===== config.mk =====
export PLATFORM = sky130hd
export DESIGN_NAME = pdhb_ctrl
export DESIGN_NICKNAME = d
export VERILOG_FILES = /design/src/hw/rtl/pdhb_pkg.sv /design/src/hw/rtl/pdhb_ctrl.sv
export SDC_FILE = /design/constraint.sdc
export NUM_CORES = 1
export LEC_CHECK = 0
export ABC_AREA = 1
export BUFFER_PORTS_ARGS = -buffer_cell sky130_fd_sc_hd__buf_2
export CELL_PAD_IN_SITES_DETAIL_PLACEMENT = 0
export CELL_PAD_IN_SITES_GLOBAL_PLACEMENT = 1
export CORE_UTILIZATION = 28
export DETAILED_ROUTE_END_ITERATION = 8
export PLACE_DENSITY_LB_ADDON = 0.1
export SLEW_MARGIN = 20
export SYNTH_ARGS = -nofsm -noshare
export SYNTH_HDL_FRONTEND = slang
export SYNTH_SLANG_ARGS = --single-unit
export TNS_END_PERCENT = 100

===== constraint.sdc =====
create_clock -name clk -period 1.8 [get_ports clk]
set_input_delay 0.18 -clock clk [delete_from_list [all_inputs] [get_ports clk]]
set_output_delay 0.18 -clock clk [all_outputs]
set_load 0.01 [all_outputs]

===== src/hw/rtl/pdhb_pkg.sv =====
// Shared types and constants for the polyline distance height brush.
// Used by pdhb_ctrl, pdhb_dp, the top level and the testbench.
`default_nettype none
package pdhb_pkg;

  typedef struct packed {
    logic [1:0]         opcode;
    logic signed [15:0] vertex_x;
    logic signed [15:0] vertex_y;
    logic [11:0]        pixel_x;
    logic [11:0]        pixel_y;
    logic signed [15:0] height_in;
  } in_t;

  typedef struct packed {
    logic signed [15:0] height_out;
    logic               touched;
  } out_t;

  typedef struct packed {
    logic [1:0]         mode;
    logic [15:0]        path_width;
    logic [15:0]        falloff_width;
    logic [14:0]        depth_amount;
    logic signed [15:0] flatten_height;
  } cfg_t;

  localparam logic [1:0] OP_CLEAR  = 2'd0;
  localparam logic [1:0] OP_APPEND = 2'd1;
  localparam logic [1:0] OP_PIXEL  = 2'd2;

  localparam logic [1:0] MODE_CARVE   = 2'd0;
  localparam logic [1:0] MODE_RAISE   = 2'd1;
  localparam logic [1:0] MODE_FLATTEN = 2'd2;

  localparam logic [2:0] CFG_MODE    = 3'd0;
  localparam logic [2:0] CFG_PATH_W  = 3'd1;
  localparam logic [2:0] CFG_FALL_W  = 3'd2;
  localparam logic [2:0] CFG_DEPTH   = 3'd3;
  localparam logic [2:0] CFG_FLAT_H  = 3'd4;

  localparam logic [4:0] SEG_DIV_STEPS  = 5'd20;
  localparam logic [4:0] SQRT_STEPS     = 5'd22;
  localparam logic [4:0] FALL_DIV_STEPS = 5'd16;

  typedef enum logic [4:0] {
    CMD_NONE, CMD_CLEAR, CMD_APPEND, CMD_LOAD, CMD_RDA, CMD_DIFF, CMD_PROD,
    CMD_SUM, CMD_TSEL, CMD_DIV, CMD_CMUL, CMD_CPT, CMD_DSQ, CMD_MIN, CMD_THR,
    CMD_CLASS, CMD_SQRT, CMD_FINIT, CMD_TSQ, CMD_SMOOTH, CMD_WGT, CMD_BMUL,
    CMD_BOUT, CMD_PASS
  } dp_cmd_t;

  typedef struct packed {
    logic cnt_lt2;
    logic t_fixed;
    logic more_seg;
    logic in_path;
    logic beyond;
    logic w_pos;
  } dp_stat_t;

endpackage
`default_nettype wire


===== src/hw/rtl/pdhb_ctrl.sv =====
// Sequencer for the brush: walks segments, sqrt, falloff divide and blend.
// Depends on pdhb_pkg; drives pdhb_dp through commands and reads its status.
`default_nettype none
module pdhb_ctrl (
  input  wire logic              clk,
  input  wire logic              rst_n,
  input  wire logic              start,
  input  wire logic [1:0]        opcode,
  input  pdhb_pkg::dp_stat_t     stat,
  output pdhb_pkg::dp_cmd_t      cmd,
  output logic                   busy
);
  import pdhb_pkg::*;

  typedef enum logic [21:0] {
    S_IDLE   = 22'h000001, S_CHK    = 22'h000002, S_SEG0   = 22'h000004,
    S_SEG1   = 22'h000008, S_SEG2   = 22'h000010, S_SEG3   = 22'h000020,
    S_DIV    = 22'h000040, S_SEG4   = 22'h000080, S_SEG5   = 22'h000100,
    S_SEG6   = 22'h000200, S_SEG7   = 22'h000400, S_INFA   = 22'h000800,
    S_INFB   = 22'h001000, S_SQRT   = 22'h002000, S_FINIT  = 22'h004000,
    S_FDIV   = 22'h008000, S_TSQ    = 22'h010000, S_SMOOTH = 22'h020000,
    S_WGT    = 22'h040000, S_BL0    = 22'h080000, S_BL1    = 22'h100000,
    S_PASS   = 22'h200000
  } state_t;

  state_t     state_r, state_nxt;
  logic [4:0] step_r, step_nxt;

  assign busy = (state_r != S_IDLE);

  always_comb begin
    state_nxt = state_r;
    step_nxt  = step_r;
    cmd       = CMD_NONE;
    unique case (state_r)
      S_IDLE: begin
        if (start) begin
          case (opcode)
            OP_CLEAR:  cmd = CMD_CLEAR;
            OP_APPEND: cmd = CMD_APPEND;
            OP_PIXEL: begin
              cmd       = CMD_LOAD;
              state_nxt = S_CHK;
            end
            default:   cmd = CMD_NONE;
          endcase
        end
      end
      S_CHK: begin
        cmd       = CMD_RDA;
        state_nxt = stat.cnt_lt2 ? S_PASS : S_SEG0;
      end
      S_SEG0: begin
        cmd = CMD_DIFF;
        state_nxt = S_SEG1;
      end
      S_SEG1: begin
        cmd = CMD_PROD;
        state_nxt = S_SEG2;
      end
      S_SEG2: begin
        cmd = CMD_SUM;
        state_nxt = S_SEG3;
      end
      S_SEG3: begin
        cmd = CMD_TSEL;
        if (stat.t_fixed) begin
          state_nxt = S_SEG4;
        end else begin
          state_nxt = S_DIV;
          step_nxt  = SEG_DIV_STEPS - 5'd1;
        end
      end
      S_DIV: begin
        cmd = CMD_DIV;
        if (step_r == 5'd0) state_nxt = S_SEG4;
        else step_nxt = step_r - 5'd1;
      end
      S_SEG4: begin
        cmd = CMD_CMUL;
        state_nxt = S_SEG5;
      end
      S_SEG5: begin
        cmd = CMD_CPT;
        state_nxt = S_SEG6;
      end
      S_SEG6: begin
        cmd = CMD_DSQ;
        state_nxt = S_SEG7;
      end
      S_SEG7: begin
        cmd = CMD_MIN;
        state_nxt = stat.more_seg ? S_SEG0 : S_INFA;
      end
      S_INFA: begin
        cmd = CMD_THR;
        state_nxt = S_INFB;
      end
      S_INFB: begin
        cmd = CMD_CLASS;
        if (stat.in_path) begin
          state_nxt = S_BL0;
        end else if (stat.beyond) begin
          state_nxt = S_PASS;
        end else begin
          state_nxt = S_SQRT;
          step_nxt  = SQRT_STEPS - 5'd1;
        end
      end
      S_SQRT: begin
        cmd = CMD_SQRT;
        if (step_r == 5'd0) state_nxt = S_FINIT;
        else step_nxt = step_r - 5'd1;
      end
      S_FINIT: begin
        cmd       = CMD_FINIT;
        state_nxt = S_FDIV;
        step_nxt  = FALL_DIV_STEPS - 5'd1;
      end
      S_FDIV: begin
        cmd = CMD_DIV;
        if (step_r == 5'd0) state_nxt = S_TSQ;
        else step_nxt = step_r - 5'd1;
      end
      S_TSQ: begin
        cmd = CMD_TSQ;
        state_nxt = S_SMOOTH;
      end
      S_SMOOTH: begin
        cmd = CMD_SMOOTH;
        state_nxt = S_WGT;
      end
      S_WGT: begin
        cmd = CMD_WGT;
        state_nxt = stat.w_pos ? S_BL0 : S_PASS;
      end
      S_BL0: begin
        cmd = CMD_BMUL;
        state_nxt = S_BL1;
      end
      S_BL1: begin
        cmd = CMD_BOUT;
        state_nxt = S_IDLE;
      end
      S_PASS: begin
        cmd = CMD_PASS;
        state_nxt = S_IDLE;
      end
      default: state_nxt = S_IDLE;
    endcase
  end

  always_ff @(posedge clk) begin
    if (!rst_n) begin
      state_r <= S_IDLE;
      step_r  <= 5'd0;
    end else begin
      state_r <= state_nxt;
      step_r  <= step_nxt;
    end
  end

  a_pixel_enters: assert property (@(posedge clk) disable iff (!rst_n)
    (state_r == S_IDLE && start && opcode == OP_PIXEL) |=> (state_r == S_CHK))
    else $error("pixel accept did not start a walk");

  a_div_exit: assert property (@(posedge clk) disable iff (!rst_n)
    (state_r == S_DIV) |=> (state_r == S_DIV || state_r == S_SEG4))
    else $error("segment divide left to a wrong state");

  a_sqrt_done: assert property (@(posedge clk) disable iff (!rst_n)
    (state_r == S_SQRT && step_r == 5'd0) |=> (state_r == S_FINIT))
    else $error("sqrt did not finish on its last step");
endmodule
`default_nettype wire


### Word-level counts from Yosys, hierarchy flattened

Index checks and enable logic that the tools add are counted.

| word-level totals | value |
|---|---|
| output and inout bits | 6 |
| word-level logic and storage cells | 64 |
| bits of input ports | 11 |
| flip-flop bits (word level) | 27 |

| cells by class | value |
|---|---|
| reduce and logical (&&, ||, !) cells | 7 |
| add/sub/neg operators | 1 |
| eq/ne operators | 34 |
| multiplexer cells | 20 |

Operators with widths:

| kind | number |
|---|---|
| case mux 22 bit (20 select lines) | 1 |
| two-way mux 22 bit | 9 |
| case mux 5 bit (21 select lines) | 1 |
| == test 22 x 1 -> 1 bit (second input constant) | 1 |
| == test 22 x 10 -> 1 bit (second input constant) | 1 |
| == test 22 x 11 -> 1 bit (second input constant) | 1 |
| == test 22 x 12 -> 1 bit (second input constant) | 1 |
| == test 22 x 13 -> 1 bit (second input constant) | 1 |
| == test 22 x 14 -> 1 bit (second input constant) | 1 |
| == test 22 x 15 -> 1 bit (second input constant) | 1 |
| == test 22 x 16 -> 1 bit (second input constant) | 1 |
| == test 22 x 17 -> 1 bit (second input constant) | 1 |
| == test 22 x 18 -> 1 bit (second input constant) | 1 |
| == test 22 x 19 -> 1 bit (second input constant) | 1 |
| == test 22 x 2 -> 1 bit (second input constant) | 1 |
| == test 22 x 20 -> 1 bit (second input constant) | 1 |
| == test 22 x 21 -> 1 bit (second input constant) | 1 |
| == test 22 bit (second input constant) | 1 |
| == test 22 x 3 -> 1 bit (second input constant) | 1 |
| == test 22 x 4 -> 1 bit (second input constant) | 1 |
| == test 22 x 5 -> 1 bit (second input constant) | 1 |
| == test 22 x 6 -> 1 bit (second input constant) | 1 |
| == test 22 x 7 -> 1 bit (second input constant) | 1 |
| == test 22 x 8 -> 1 bit (second input constant) | 1 |
| 19 further kinds | 30 |

### Longest topological paths before layout

Gate-level depths: netlist of the first run.

| logic depth | value |
|---|---|
| depth after elaboration | 4 |
| mapped depth | 13 |
| depth with buffers taken out | 13 |

### Least setup slack after synthesis of the first run

Ideal clock, no wire load.

| timing | value |
|---|---|
| kind | register to register |
| start point | register state_r[18] |
| end point | register state_r[18] |
| buffers on the path | 1 |
| data required time | 1.689 ns |
| arrival | 1.441 ns |
| period minus slack after synthesis | 1.552 ns |
| cell stages (with the launch flop) | 14 |
| path slack | 0.248 ns |
| library setup time | 0.111 ns |
| cells stage by stage | dfxtp_1 -> nor2_4 -> nand2_4 -> inv_2 -> nand2_4 -> nor2_8 -> inv_4 -> nor2_8 -> nand2_4 -> nand2_4 -> inv_4 -> buf_6 -> nand4_1 -> inv_1 |

| on the way | value |
|---|---|
| longest elaborated chain between the ends | 3 |
| elaborated cells between the ends (all ways) | 27 |
| classes of those cells | 25 x eq/ne; 1 x mux; 1 x reduce/logical |

RTL lines:

| what | RTL line | text |
|---|---|---|
| start, declared | pdhb_ctrl.sv:26 | `state_t state_r, state_nxt;` |
| start signal, assigned | pdhb_ctrl.sv:158 | `state_r <= state_nxt;` |
| == test 22 x 1 -> 1 bit, or another cell as far along | pdhb_ctrl.sv:35 | `unique case (state_r)` |
| != test 2 x 1 -> 1 bit (no source line) / != test 2 bit (equally long branches) | n/a |  |
| AND reduction 5 bit (no source line) | n/a |  |

Several ways; a longest one is shown, not always the timed one.
A chain may end at the register's enable or synchronous reset.

### Worst setup path in the final report of the first run

| timing | value |
|---|---|
| start point | register state_r[19] |
| end point | output port cmd[2] |

| on the way | value |
|---|---|
| longest elaborated chain between the ends | 3 |
| elaborated cells between the ends (all ways) | 24 |
| classes of those cells | 22 x eq/ne; 1 x mux; 1 x reduce/logical |

RTL lines:

| what | RTL line | text |
|---|---|---|
| == test 22 x 16 -> 1 bit / == test 22 x 7 -> 1 bit (equally long branches) | pdhb_ctrl.sv:35 |  |
| OR reduction 2 bit (no source line) | n/a |  |
| case mux 5 bit (21 select lines) * | pdhb_ctrl.sv:35 |  |
| end, declared | pdhb_ctrl.sv:10 | `output pdhb_pkg::dp_cmd_t cmd,` |

Mark *: on every way between the ends. The rest lies on a longest branch, timed or not.

==> reports/results.md, run 1 <==
| Item | This run | Unit |
| --- | --- | --- |
| Run status | finished, violations left | - |
| Violated checks | negative setup slack | - |
| Iteration-0 DRC count of the detailed router | 64 | - |
| Count of warnings emitted by yosys | 0 | - |
| Post-synthesis cell type with the largest combined area | sky130_fd_sc_hd__dfxtp_1 | - |
| Cell Int Power | 0.00148 | W |
| Highest attainable clock frequency | 510 | MHz |
| Core Util, Final | 41.0 | % |
| Total routing resource utilization after global routing | 17.0 | % |
| Pin count of the biggest net entering global routing | 19 | - |
| Worst Tran Pin Value | 0.435 | ns |
| Width of the die | 85.6 | um |
| Setup crit end kind | output pin | - |
| Via count of the first global-routing pass | 1990 | - |
| Arrival time reported for the critical path endpoint | 1.78 | ns |
| Clock skew | 0.00408 | ns |
| Multiplexer share of the synthesized area | 0 | % |
| Average wire per cell in the routed design | 13.6 | um |
| Setup crit start kind | register | - |
| Via-per-instance ratio | 4.71 | - |
| Hold-fix buffers at CTS | 0 | - |
| Placed instance area | 0.00223 | sq mm |
| PnR worst setup slack | -0.161 | ns |
| Setup repair after global routing missed its margin | yes | - |
| Total number of vias | 1993 | - |
| Number of standard cells in the layout, taps in and fillers out | 423 | - |
| Clock edge transition at the registers on the reported setup and hold paths | 0.10 | ns |
| Slowest cell on the critical path | sky130_fd_sc_hd__dfxtp_4 | - |
| Synth Instances | 284 | - |
| Number of detailed-route iterations in the first pass | 4 | - |
| Share of layout cells above drive strength 1 | 48.4 | % |
| Hold WS | 0.0675 | ns |
| Number of nets in the layout | 357 | - |
| Global placer's final weighted congestion | 0.788 | - |
| Critical path data required time | 1.62 | ns |
| Routed wire length | 5.77 | mm |
| Area contributors post-synth | sky130_fd_sc_hd__dfxtp_1 28%, sky130_fd_sc_hd__nand2_1 10%, sky130_fd_sc_hd__inv_1 7.5% | - |
| Setup Viol. Count Final | 6 | - |
| Total instance count after detailed placement | 392 | - |
| Fraction of synthesized cell area in xor and xnor cells | 0.895 | % |
| Share of synthesized flip-flops with an asynchronous set or reset | 0 | % |
| Switching power share of the total | 44.4 | % |
| Clock Tree Buf Depth | 2 | - |
| Sum of net half-perimeters after detailed placement | 4.37 | mm |
| Sequential group share of total power | 25.5 | % |
| Complex-gate fraction of the synthesized area | 5.24 | % |
| Pwr Density | 962 | mW/mm^2 |
| Clock root buffer master | sky130_fd_sc_hd__clkbuf_8 | - |
| CTS H-tree depth | 1 | - |
| Fin crit period | 1.96 | ns |
| Antenna viol nets, final | 0 | - |
| Accumulated negative setup slack | -0.717 | ns |
| Std-Cell Core Area | 0.00676 | sq mm |
| Count of endpoints failing hold in the final timing report | 0 | - |
| Peak VDD IR | 0.460 | mV |
| TritonCTS sink count | 27 | - |
| Clock network power share | 13.7 | % |
| Cell-by-cell listing of the critical path | nor2_4 -> nand2_4 -> inv_4 -> nand2_4 -> nor2_8 -> buf_6 -> nand2_2 -> nand2_2 -> nor2_2 -> nand4_1 -> buf_2 | - |
| Global-route congestion overflow total | 0 | - |
| Post-synthesis cell area | 0.00196 | sq mm |
| Height of the die | 85.6 | um |
| Top-count cell post-synth | sky130_fd_sc_hd__nand2_1 | - |
| Dominant combinational cell family by area after synthesis | simple AND/OR/NAND/NOR gates | - |
| Seq/Total Area, Yosys | 27.6 | % |
| Path category of the worst min-delay check | in -> reg | - |
| Synthesized netlist net count | 297 | - |
| Flop and latch count out of synthesis | 27 | - |
| Antenna diode count | 0 | - |
| Simple logic cell fraction of the synthesized area | 53.4 | % |
| CTS tree | yes | - |
| Leakage | 1.41 | nW |
| Number of filler cells placed in the layout | 737 | - |
| Type of the worst setup path | reg -> out | - |
| Post-Synth Adder-Cell Area | 1.28 | % |
| First-pass GRT wire length | 9.76 | mm |
| Count of cell types in the netlist | 39 | - |
| Clock buffer count from CTS | 3 | - |
| Area enclosed by the die boundary | 0.00733 | sq mm |
| Average instance area after synthesis | 6.89 | sq um |
| Total I/O pin count | 17 | - |
| Max-slew headroom at the worst pin | 70.7 | % |
| DRC errors left | 0 | - |
| Worst stage delay on the critical path | 0.37 | ns |
| Leading post-synthesis cells by instance count | 53 x sky130_fd_sc_hd__nand2_1, 39 x sky130_fd_sc_hd__inv_1, 38 x sky130_fd_sc_hd__nor2_1 | - |
| Final std cell area, no fill | 0.00277 | sq mm |
| Max-Cap Viols | 0 | - |
| Clk_lat worst skew | 0.28 | ns |
| Initial cell density of the core | 29.0 | % |
| Main flop type after synthesis | sky130_fd_sc_hd__dfxtp_1 | - |
| Combinational power share | 60.8 | % |
| Post-route clock period utilization | 109 | % |
| Final Max Tran Viols | 0 | - |
| Area overhead of the layout relative to synthesis | 41.5 | % |
| Fraction of synthesized cell area taken by the top area cell type | 27.6 | % |
| Count of standard-cell rows | 30 | - |
| Switching power | 0.00118 | W |
| Initial antenna violation count | 0 | - |
| Number of enable flip-flop cells after synthesis | 0 | - |
| Port Buffer Count | 16 | - |
| Top fanout value on the critical path | 7 | - |
kinds of logic after synthesis:
logic type,Yosys count
simple gates,183
buf+inv,54
flops,27
compound gates,16
xor+xnor,2
fa+ha+maj,2
path summary, 6_finish.rpt:
path,startpoint,to,slack (ns),cells after the start
worst max register to register,state_r[19],state_r[15],0.06,14
worst min register to register,step_r[3],step_r[3],0.48,2
worst min-delay path,stat[3],state_r[11],0.07,2
worst max-delay path,state_r[19],cmd[2],-0.16,11
routing by layer:
layer | vias up | wire length, um | GRT usage, %
li1 | 1031 | - | -
met1 | 928 | 2890 | 23.0
met2 | 27 | 2700 | 28.4
met3 | 7 | 105 | 2.02
met5 | - | 0 | 0
met4 | 0 | 70 | 4.85
flip-flops by register name, indices dropped and copies added (netlist names):
signal / cells
state_r: 22
step_r: 5
critical path, delay by kind of cell, from the launching register on:
kind | cells | cell delay (ns)
buffers and inverters | 3 | 0.35
and+or+nand+nor | 8 | 0.78
DFF | 1 | 0.37
layout by cell type, fill, tap and decap left out, types with 11 or more instances in the layout:
cell,instances
sky130_fd_sc_hd__buf_4,34
sky130_fd_sc_hd__dfxtp_1,11
sky130_fd_sc_hd__dfxtp_2,13
sky130_fd_sc_hd__nand2_4,14
sky130_fd_sc_hd__nand2_1,43
sky130_fd_sc_hd__nand3_1,21
sky130_fd_sc_hd__nor2_4,13
sky130_fd_sc_hd__inv_1,36
sky130_fd_sc_hd__nand4_1,15
sky130_fd_sc_hd__buf_2,15
sky130_fd_sc_hd__nor2_1,25
metrics by stage:
step,setup WS [ns],total power [W]
finish,-0.161,0.00267
floorplan,0.248,0.00152
CTS,-0.164,0.00261
global route,-0.259,0.00287
global placement,-0.0694,0.00189
detailed placement,-0.0811,0.00187
final cells by class:
class,instances,area (sq um),area share (%)
well taps,80,100,3.61
inverters,51,214,7.72
flip-flops and latches,27,568,20.5
repair buffers,58,432,15.6
clock buffers,4,45.0,1.63
multi-input cells,203,1410,51.0
power by group through the flow:
stage / Clock, W / Sequential, W / Combinational [W]
global route: 0.000403 / 0.000684 / 0.00179
floorplan: 0 / 0.000672 / 0.000848
CTS: 0.000378 / 0.000680 / 0.00155
global placement: 0 / 0.000677 / 0.00121
detailed placement: 0 / 0.000677 / 0.00119
finish: 0.000365 / 0.000679 / 0.00162
repair_timing:
| item | CTS | global route |
|---|---|---|
| resized for setup | 57 | 34 |
| pin swaps | 25 | 19 |
| setup endpoints to repair | 6 | 26 |
| setup buffers | 25 | 6 |
Note: power is estimated with default switching activity, not from simulation.
==> inputs of run 2 (changes only) <==
Settings changed: CELL_PAD_IN_SITES_DETAIL_PLACEMENT 0 to 1.
==> run 2 against run 1 <==
Against the previous run: the flow still finishes with violations (negative setup slack); via count grew 6.5%; register-to-register slack lost 0.15 ns; combinational power grew 27%; first-iteration DRC count grew 4.7%; die area is the same; clock power grew 5%; sequential share of layout area shrank 2.0 points; largest power group unchanged; clock-buffer cell count shrank 1; clock skew shrank 0.0018 ns.
==> reports/results.md, run 2 (synthesized netlist as in run 1, its figures left out) <==
| Item | This run | Unit | vs previous |
| --- | --- | --- | --- |
| Total I/O pin count | 17 | - | unchanged |
| Switching power | 0.00141 | W | +19% |
| Max-slew headroom at the worst pin | 67.0 | % | -3.8 points |
| Clock root buffer master | sky130_fd_sc_hd__clkbuf_8 | - |  |
| Number of filler cells placed in the layout | 818 | - | +11% |
| Max reg flops | 22 | - | unchanged |
| Worst Tran Pin Value | 0.491 | ns | +0.0561 ns |
| Setup crit end kind | output pin | - |  |
| Count of endpoints failing hold in the final timing report | 0 | - | unchanged |
| Total buffers and inverters traversed by the critical path | 3 | - | unchanged |
| Clock network power share | 12.3 | % | -1.4 points |
| First-pass GRT wire length | 10.9 | mm | +12% |
| Final Max Tran Viols | 0 | - | unchanged |
| Post-route clock period utilization | 110 | % | +1.4 points |
| Final std cell area, no fill | 0.00314 | sq mm | +13% |
| Pin count of the biggest net entering global routing | 19 | - | unchanged |
| Combinational power share | 66.1 | % | +5.3 points |
| Clock Tree Buf Depth | 2 | - | unchanged |
| TritonCTS sink count | 27 | - | unchanged |
| Worst stage delay on the critical path | 0.38 | ns | about the same |
| Path category of the worst min-delay check | in -> reg | - |  |
| Antenna diode count | 0 | - | unchanged |
| Via count of the first global-routing pass | 2193 | - | +10% |
| Initial antenna violation count | 0 | - | unchanged |
| Cell-by-cell listing of the critical path | nor2_4 -> nand2_4 -> inv_4 -> nand2_4 -> nor2_8 -> buf_6 -> nand2_2 -> nand2_2 -> nor2_1 -> nand4_1 -> buf_2 | - |  |
| Peak VDD IR | 0.434 | mV | -5.7% |
| Critical Path Source | state_r[19] | - |  |
| Cell Int Power | 0.00171 | W | +15% |
| Type of the worst setup path | reg -> out | - |  |
| Setup repair after global routing missed its margin | yes | - |  |
| Highest-count cells in the layout ignoring fill and taps | 40 x sky130_fd_sc_hd__buf_4, 34 x sky130_fd_sc_hd__inv_1, 33 x sky130_fd_sc_hd__nand2_1, 18 x sky130_fd_sc_hd__nor2_4 | - |  |
| Placed instance area | 0.00223 | sq mm | unchanged |
| Largest registers | state_r (22), step_r (5) | - |  |
| Highest attainable clock frequency | 504 | MHz | -1.2% |
| Total number of vias | 2122 | - | +6.5% |
| Std-Cell Core Area | 0.00676 | sq mm | unchanged |
| Clock skew | 0.00224 | ns | -0.00184 ns |
| Clk_lat worst skew | 0.29 | ns | about the same |
| Max-Cap Viols | 0 | - | unchanged |
| Critical path data required time | 1.62 | ns | about the same |
| Iteration-0 DRC count of the detailed router | 67 | - | +4.7% |
| Total power of the final layout | 0.00312 | W | +17% |
| Antenna viol nets, final | 0 | - | unchanged |
| CTS tree | yes | - |  |
| Arrival time reported for the critical path endpoint | 1.81 | ns | +0.03 ns |
| Count of standard-cell rows | 30 | - | unchanged |
| Number of detailed-route iterations in the first pass | 4 | - | unchanged |
| Global placer's final weighted congestion | 0.788 | - | unchanged |
| Register with the highest flop count | state_r | - |  |
| Setup Viol. Count Final | 25 | - | +19 |
| Number of nets in the layout | 374 | - | +4.8% |
| Width of the die | 85.6 | um | unchanged |
| Clock buffer count from CTS | 3 | - | unchanged |
| Worst reg2reg path startpoint | state_r[19] | - |  |
| Routed wire length | 7.19 | mm | +25% |
| CTS H-tree depth | 1 | - | unchanged |
| Total routing resource utilization after global routing | 19.2 | % | +2.2 points |
| Share of layout cells above drive strength 1 | 60.6 | % | +12 points |
| DRC errors left | 0 | - | unchanged |
| Setup crit start kind | register | - |  |
| Port Buffer Count | 16 | - | unchanged |
| Area enclosed by the die boundary | 0.00733 | sq mm | unchanged |
| Hold-fix buffers at CTS | 0 | - | unchanged |
| PnR worst setup slack | -0.185 | ns | -0.0246 ns |
| Clock edge transition at the registers on the reported setup and hold paths | 0.11 | ns | about the same |
| Sequential Area | 579 | sq um | +2.0% |
| Switching power share of the total | 45.1 | % | +0.79 points |
| Height of the die | 85.6 | um | unchanged |
| Via-per-instance ratio | 4.82 | - | +2.4% |
| CP top delay family | simple AND/OR/NAND/NOR gates | - |  |
| Initial cell density of the core | 29.0 | % | unchanged |
| Hold path start | stat[3] | - |  |
| Combined area of the multi-input logic cells | 0.00155 | sq mm | +9.7% |
| Global-route congestion overflow total | 0 | - | unchanged |
| Leakage | 1.56 | nW | +10% |
| Run status | finished, violations left | - |  |
| Violated checks | negative setup slack | - |  |
| Sum of net half-perimeters after detailed placement | 4.72 | mm | +8.0% |
| Top fanout value on the critical path | 6 | - | -1 |
| Slowest cell on the critical path | sky130_fd_sc_hd__dfxtp_4 | - |  |
| Commonest non-fill, non-tap cell in the layout | sky130_fd_sc_hd__buf_4 | - |  |
| Sequential group share of total power | 21.6 | % | -3.9 points |
| Pwr Density | 995 | mW/mm^2 | +3.4% |
| Fin crit period | 1.99 | ns | +0.0246 ns |
| Area overhead of the layout relative to synthesis | 60.3 | % |  |
| Average wire per cell in the routed design | 16.4 | um | +20% |
-- run 2: changes by cell type in the layout (fill, tap and decap cells not counted), sizes merged --
cell	delta
inv	-1
clkbuf	-1
clkinv	+3
buf	+16
-- run 2: path summary, 6_finish.rpt --
check	end	slack, ns	depth (start not counted)
worst max-delay path	cmd[2]	-0.19	11
worst min-delay path	state_r[11]	0.08	2
worst max register to register	state_r[15]	-0.09	13
worst min register to register	step_r[3]	0.49	2
-- run 2: area by class of cell --
type / instances / area share (%)
Multi-Input combinational cell: 203 / 49.4
Timing Repair Buffer: 74 / 19.8
Sequential cell: 27 / 18.5
Inverter: 51 / 7.30
Tap cell: 80 / 3.19
Clock buffer: 3 / 1.32
Timing Repair inverter: 1 / 0.359
Clock inverter: 1 / 0.159
-- run 2: metrics by stage --
step                setup slack, ns  cells  setup TNS [ns]  hold slack, ns  utilization [%]
detailed placement          -0.0531    392          -0.103           0.385             33.0
CTS                          -0.186    428           -1.15          0.0601             40.2
finish                       -0.185    440           -1.77          0.0770             46.4
global placement            -0.0694    392          -0.116           0.382             33.0
floorplan                     0.248    284               0           0.258                -
global route                 -0.274    440           -3.68          0.0754             46.4
-- run 2: power by group through the flow --
stage,Sequential [W],Clock [W],Combinational [W]
floorplan,0.000672,0,0.000848
global placement,0.000677,0,0.00121
detailed placement,0.000678,0,0.00120
CTS,0.000680,0.000392,0.00161
global route,0.000682,0.000413,0.00220
finish,0.000674,0.000384,0.00206
-- run 2: layer usage --
layer / vias up / share of wire, % / track usage (%) / wire length (um)
met2: 29 / 51 / 33.2 / 3650
li1: 1061 / - / - / -
met3: 9 / 1.9 / 1.92 / 134
met4: 0 / 1.4 / 6.21 / 104
met1: 1023 / 46 / 25.2 / 3300
met5: - / 0 / 0 / 0
-- run 2: timing repair --
item | CTS | global route
cloned | 0 | 1
setup buffers | 32 | 14
pin swaps | 26 | 40
gates resized for setup | 60 | 91
endpoints found under the hold margin | 0 | 0
setup endpoints to repair | 6 | 29
==> inputs of run 3 (changes only) <==
Settings changed: CORE_UTILIZATION 28 to 35.
==> run 3 against run 2 <==
Against the previous run: the run still ends with negative setup slack left; final cell count is 0.68% lower; clock power is 3% lower; flip-flop and latch count is the same; via count up 2.8%; sequential power is essentially flat; combinational power is 5% lower; wire length fell by 2.0%.
==> reports/results.md, run 3 (synthesized netlist as in run 1, its figures left out) <==
| Item | This run | Unit | vs previous |
| --- | --- | --- | --- |
| Total routing resource utilization after global routing | 23.8 | % | +4.6 points |
| Combinational power share | 65.1 | % | -1.0 points |
| Setup repair after global routing missed its margin | yes | - |  |
| Pwr Density | 1000 | mW/mm^2 | +0.58% |
| Run status | finished, violations left | - |  |
| Total instance count after detailed placement | 389 | - | -0.77% |
| Share of layout cells above drive strength 1 | 53.1 | % | -7.4 points |
| Final Max Tran Viols | 0 | - | unchanged |
| Antenna viol nets, final | 0 | - | unchanged |
| Routed wire length | 7.05 | mm | -2.0% |
| Antenna diode count | 0 | - | unchanged |
| Count of standard-cell rows | 26 | - | -13% |
| First-pass GRT wire length | 11.0 | mm | +0.50% |
| Worst Tran Pin Value | 0.414 | ns | -0.0771 ns |
| Path category of the worst min-delay check | in -> reg | - |  |
| Area overhead of the layout relative to synthesis | 53.2 | % |  |
| Number of standard cells in the layout, taps in and fillers out | 437 | - | -0.68% |
| Clock network power share | 12.5 | % | +0.2 points |
| Peak VDD IR | 0.616 | mV | +42% |
| Type of the worst setup path | reg -> out | - |  |
| Number of detailed-route iterations in the first pass | 4 | - | unchanged |
| Max-slew headroom at the worst pin | 72.2 | % | +5.2 points |
| Iteration-0 DRC count of the detailed router | 42 | - | -37% |
| Commonest non-fill, non-tap cell in the layout | sky130_fd_sc_hd__buf_4 | - |  |
| Clock root buffer master | sky130_fd_sc_hd__clkbuf_8 | - |  |
| Clock edge transition at the registers on the reported setup and hold paths | 0.11 | ns | about the same |
| Port Buffer Count | 16 | - | unchanged |
| Critical path data required time | 1.62 | ns | about the same |
| Arrival time reported for the critical path endpoint | 1.82 | ns | about the same |
| Setup slack, reg-to-reg | -0.12 | ns | -0.03 ns |
| Clock buffer count from CTS | 3 | - | unchanged |
| Clock Tree Buf Depth | 2 | - | unchanged |
| Number of nets in the layout | 381 | - | +1.9% |
| Area enclosed by the die boundary | 0.00590 | sq mm | -20% |
| Count of endpoints failing hold in the final timing report | 0 | - | unchanged |
| Top fanout value on the critical path | 8 | - | +2 |
| Std-Cell Core Area | 0.00524 | sq mm | -22% |
| Global placer's final weighted congestion | 0.838 | - | +6.3% |
| Placed instance area | 0.00228 | sq mm | +2.4% |
| Violated checks | negative setup slack | - |  |
| Height of the die | 76.8 | um | -10% |
| Global-route congestion overflow total | 0 | - | unchanged |
| Switching power | 0.00130 | W | -7.6% |
| Setup crit end kind | output pin | - |  |
| Via count of the first global-routing pass | 2276 | - | +3.8% |
| Total number of vias | 2181 | - | +2.8% |
| Sequential Area | 577 | sq um | -0.43% |
| Average wire per cell in the routed design | 16.1 | um | -1.3% |
| Sequential group share of total power | 22.5 | % | +0.9 points |
| CTS H-tree depth | 1 | - | unchanged |
| Switching power share of the total | 43.4 | % | -1.8 points |
| Core Util, Final | 57.3 | % | +11 points |
| Leakage | 1.57 | nW | +0.57% |
| Highest-count cells in the layout ignoring fill and taps | 54 x sky130_fd_sc_hd__buf_4, 40 x sky130_fd_sc_hd__nand2_1, 36 x sky130_fd_sc_hd__inv_1, 27 x sky130_fd_sc_hd__nor2_1, 21 x sky130_fd_sc_hd__nand3_1 | - |  |
| Hold-fix buffers at CTS | 0 | - | unchanged |
| Initial antenna violation count | 0 | - | unchanged |
| Post-route clock period utilization | 111 | % | +0.94 points |
| Sum of net half-perimeters after detailed placement | 4.66 | mm | -1.3% |
| PnR worst setup slack | -0.202 | ns | -0.0169 ns |
| Setup crit start kind | register | - |  |
| CTS tree | yes | - |  |
| Largest registers | state_r (22), step_r (5) | - |  |
| Number of filler cells placed in the layout | 672 | - | -18% |
| Max-Cap Viols | 0 | - | unchanged |
| Accumulated negative setup slack | -1.75 | ns | +0.0265 ns |
| Initial cell density of the core | 37.4 | % | +8.4 points |
| Setup Viol. Count Final | 23 | - | -8.0% |
| Clock skew | 0.00987 | ns | +0.00763 ns |
| Clk_lat worst skew | 0.29 | ns | about the same |
| Max reg flops | 22 | - | unchanged |
| DRC errors left | 0 | - | unchanged |
| Total I/O pin count | 17 | - | unchanged |
| Final std cell area, no fill | 0.00300 | sq mm | -4.4% |
| Register with the highest flop count | state_r | - |  |
| Fin crit period | 2.00 | ns | +0.0169 ns |
| Cell Int Power | 0.00170 | W | -0.73% |
| Combined area of the multi-input logic cells | 0.00143 | sq mm | -7.8% |
| Width of the die | 76.8 | um | -10% |
| Highest attainable clock frequency | 499 | MHz | -0.85% |
| Pin count of the biggest net entering global routing | 19 | - | unchanged |
| TritonCTS sink count | 27 | - | unchanged |
| Via-per-instance ratio | 4.99 | - | +3.5% |
-- run 3: changes by cell type in the layout (fill, tap and decap cells not counted), sizes merged --
cell / before / now
buf: 74 / 82
clkinv: 4 / 1
clkbuf: 3 / 4
inv: 49 / 50
-- run 3: per-layer routing --
layer	wire (um)	track usage [%]	share of wire (%)
met4	121	8.08	1.7
met2	3710	43.1	53
met3	122	2.98	1.7
met1	3090	28.6	44
met5	0	0	0
-- run 3: power groups by stage --
stage | clock network (W) | registers (W) | logic [W]
5_1_grt | 0.000414 | 0.000681 | 0.00210
2_1_floorplan | 0 | 0.000672 | 0.000848
3_3_place_gp | 0 | 0.000673 | 0.00116
3_5_place_dp | 0 | 0.000675 | 0.00117
6_report | 0.000374 | 0.000675 | 0.00195
4_1_cts | 0.000383 | 0.000676 | 0.00154
-- run 3: metrics by stage --
stage / total power [W] / hold slack, ns / setup slack (ns)
after floorplan: 0.00152 / 0.258 / 0.248
after global placement: 0.00184 / 0.378 / -0.0418
after detailed placement: 0.00185 / 0.376 / -0.0482
after CTS: 0.00260 / 0.0635 / -0.176
after global routing: 0.00320 / 0.0595 / -0.310
final: 0.00300 / 0.0704 / -0.202
-- run 3: worst paths after layout --
check / cells after the start / start / to
setup / recovery: 11 / state_r[19] / cmd[2]
hold / removal: 2 / stat[3] / state_r[11]
setup reg to reg: 13 / state_r[3] / state_r[15]
hold reg to reg: 2 / step_r[3] / step_r[3]
-- run 3: repair_timing --
item,CTS,global route
buffers inserted,29,17
gates resized for setup,64,38
endpoints found under the setup margin,7,27
pin swaps,28,27
-- run 3: cell type report --
| cell class | count | area share (%) |
|---|---|---|
| clock buffers | 4 | 1.50 |
| inverters | 51 | 7.05 |
| multi-input cells | 203 | 47.6 |
| flip-flops and latches | 27 | 19.2 |
| well taps | 70 | 2.92 |
| repair buffers | 82 | 21.7 |
-- run 3: critical path, cell delays in order (launching register included) --
cell	delay, ns
sky130_fd_sc_hd__dfxtp_4	0.37
sky130_fd_sc_hd__nor2_4	0.15
sky130_fd_sc_hd__nand2_4	0.10
sky130_fd_sc_hd__inv_4	0.08
sky130_fd_sc_hd__nand2_4	0.06
sky130_fd_sc_hd__nor2_8	0.22
sky130_fd_sc_hd__buf_6	0.14
sky130_fd_sc_hd__nand2_2	0.05
sky130_fd_sc_hd__nand2_2	0.10
sky130_fd_sc_hd__nor2_1	0.05
sky130_fd_sc_hd__nand4_1	0.08
sky130_fd_sc_hd__buf_2	0.13
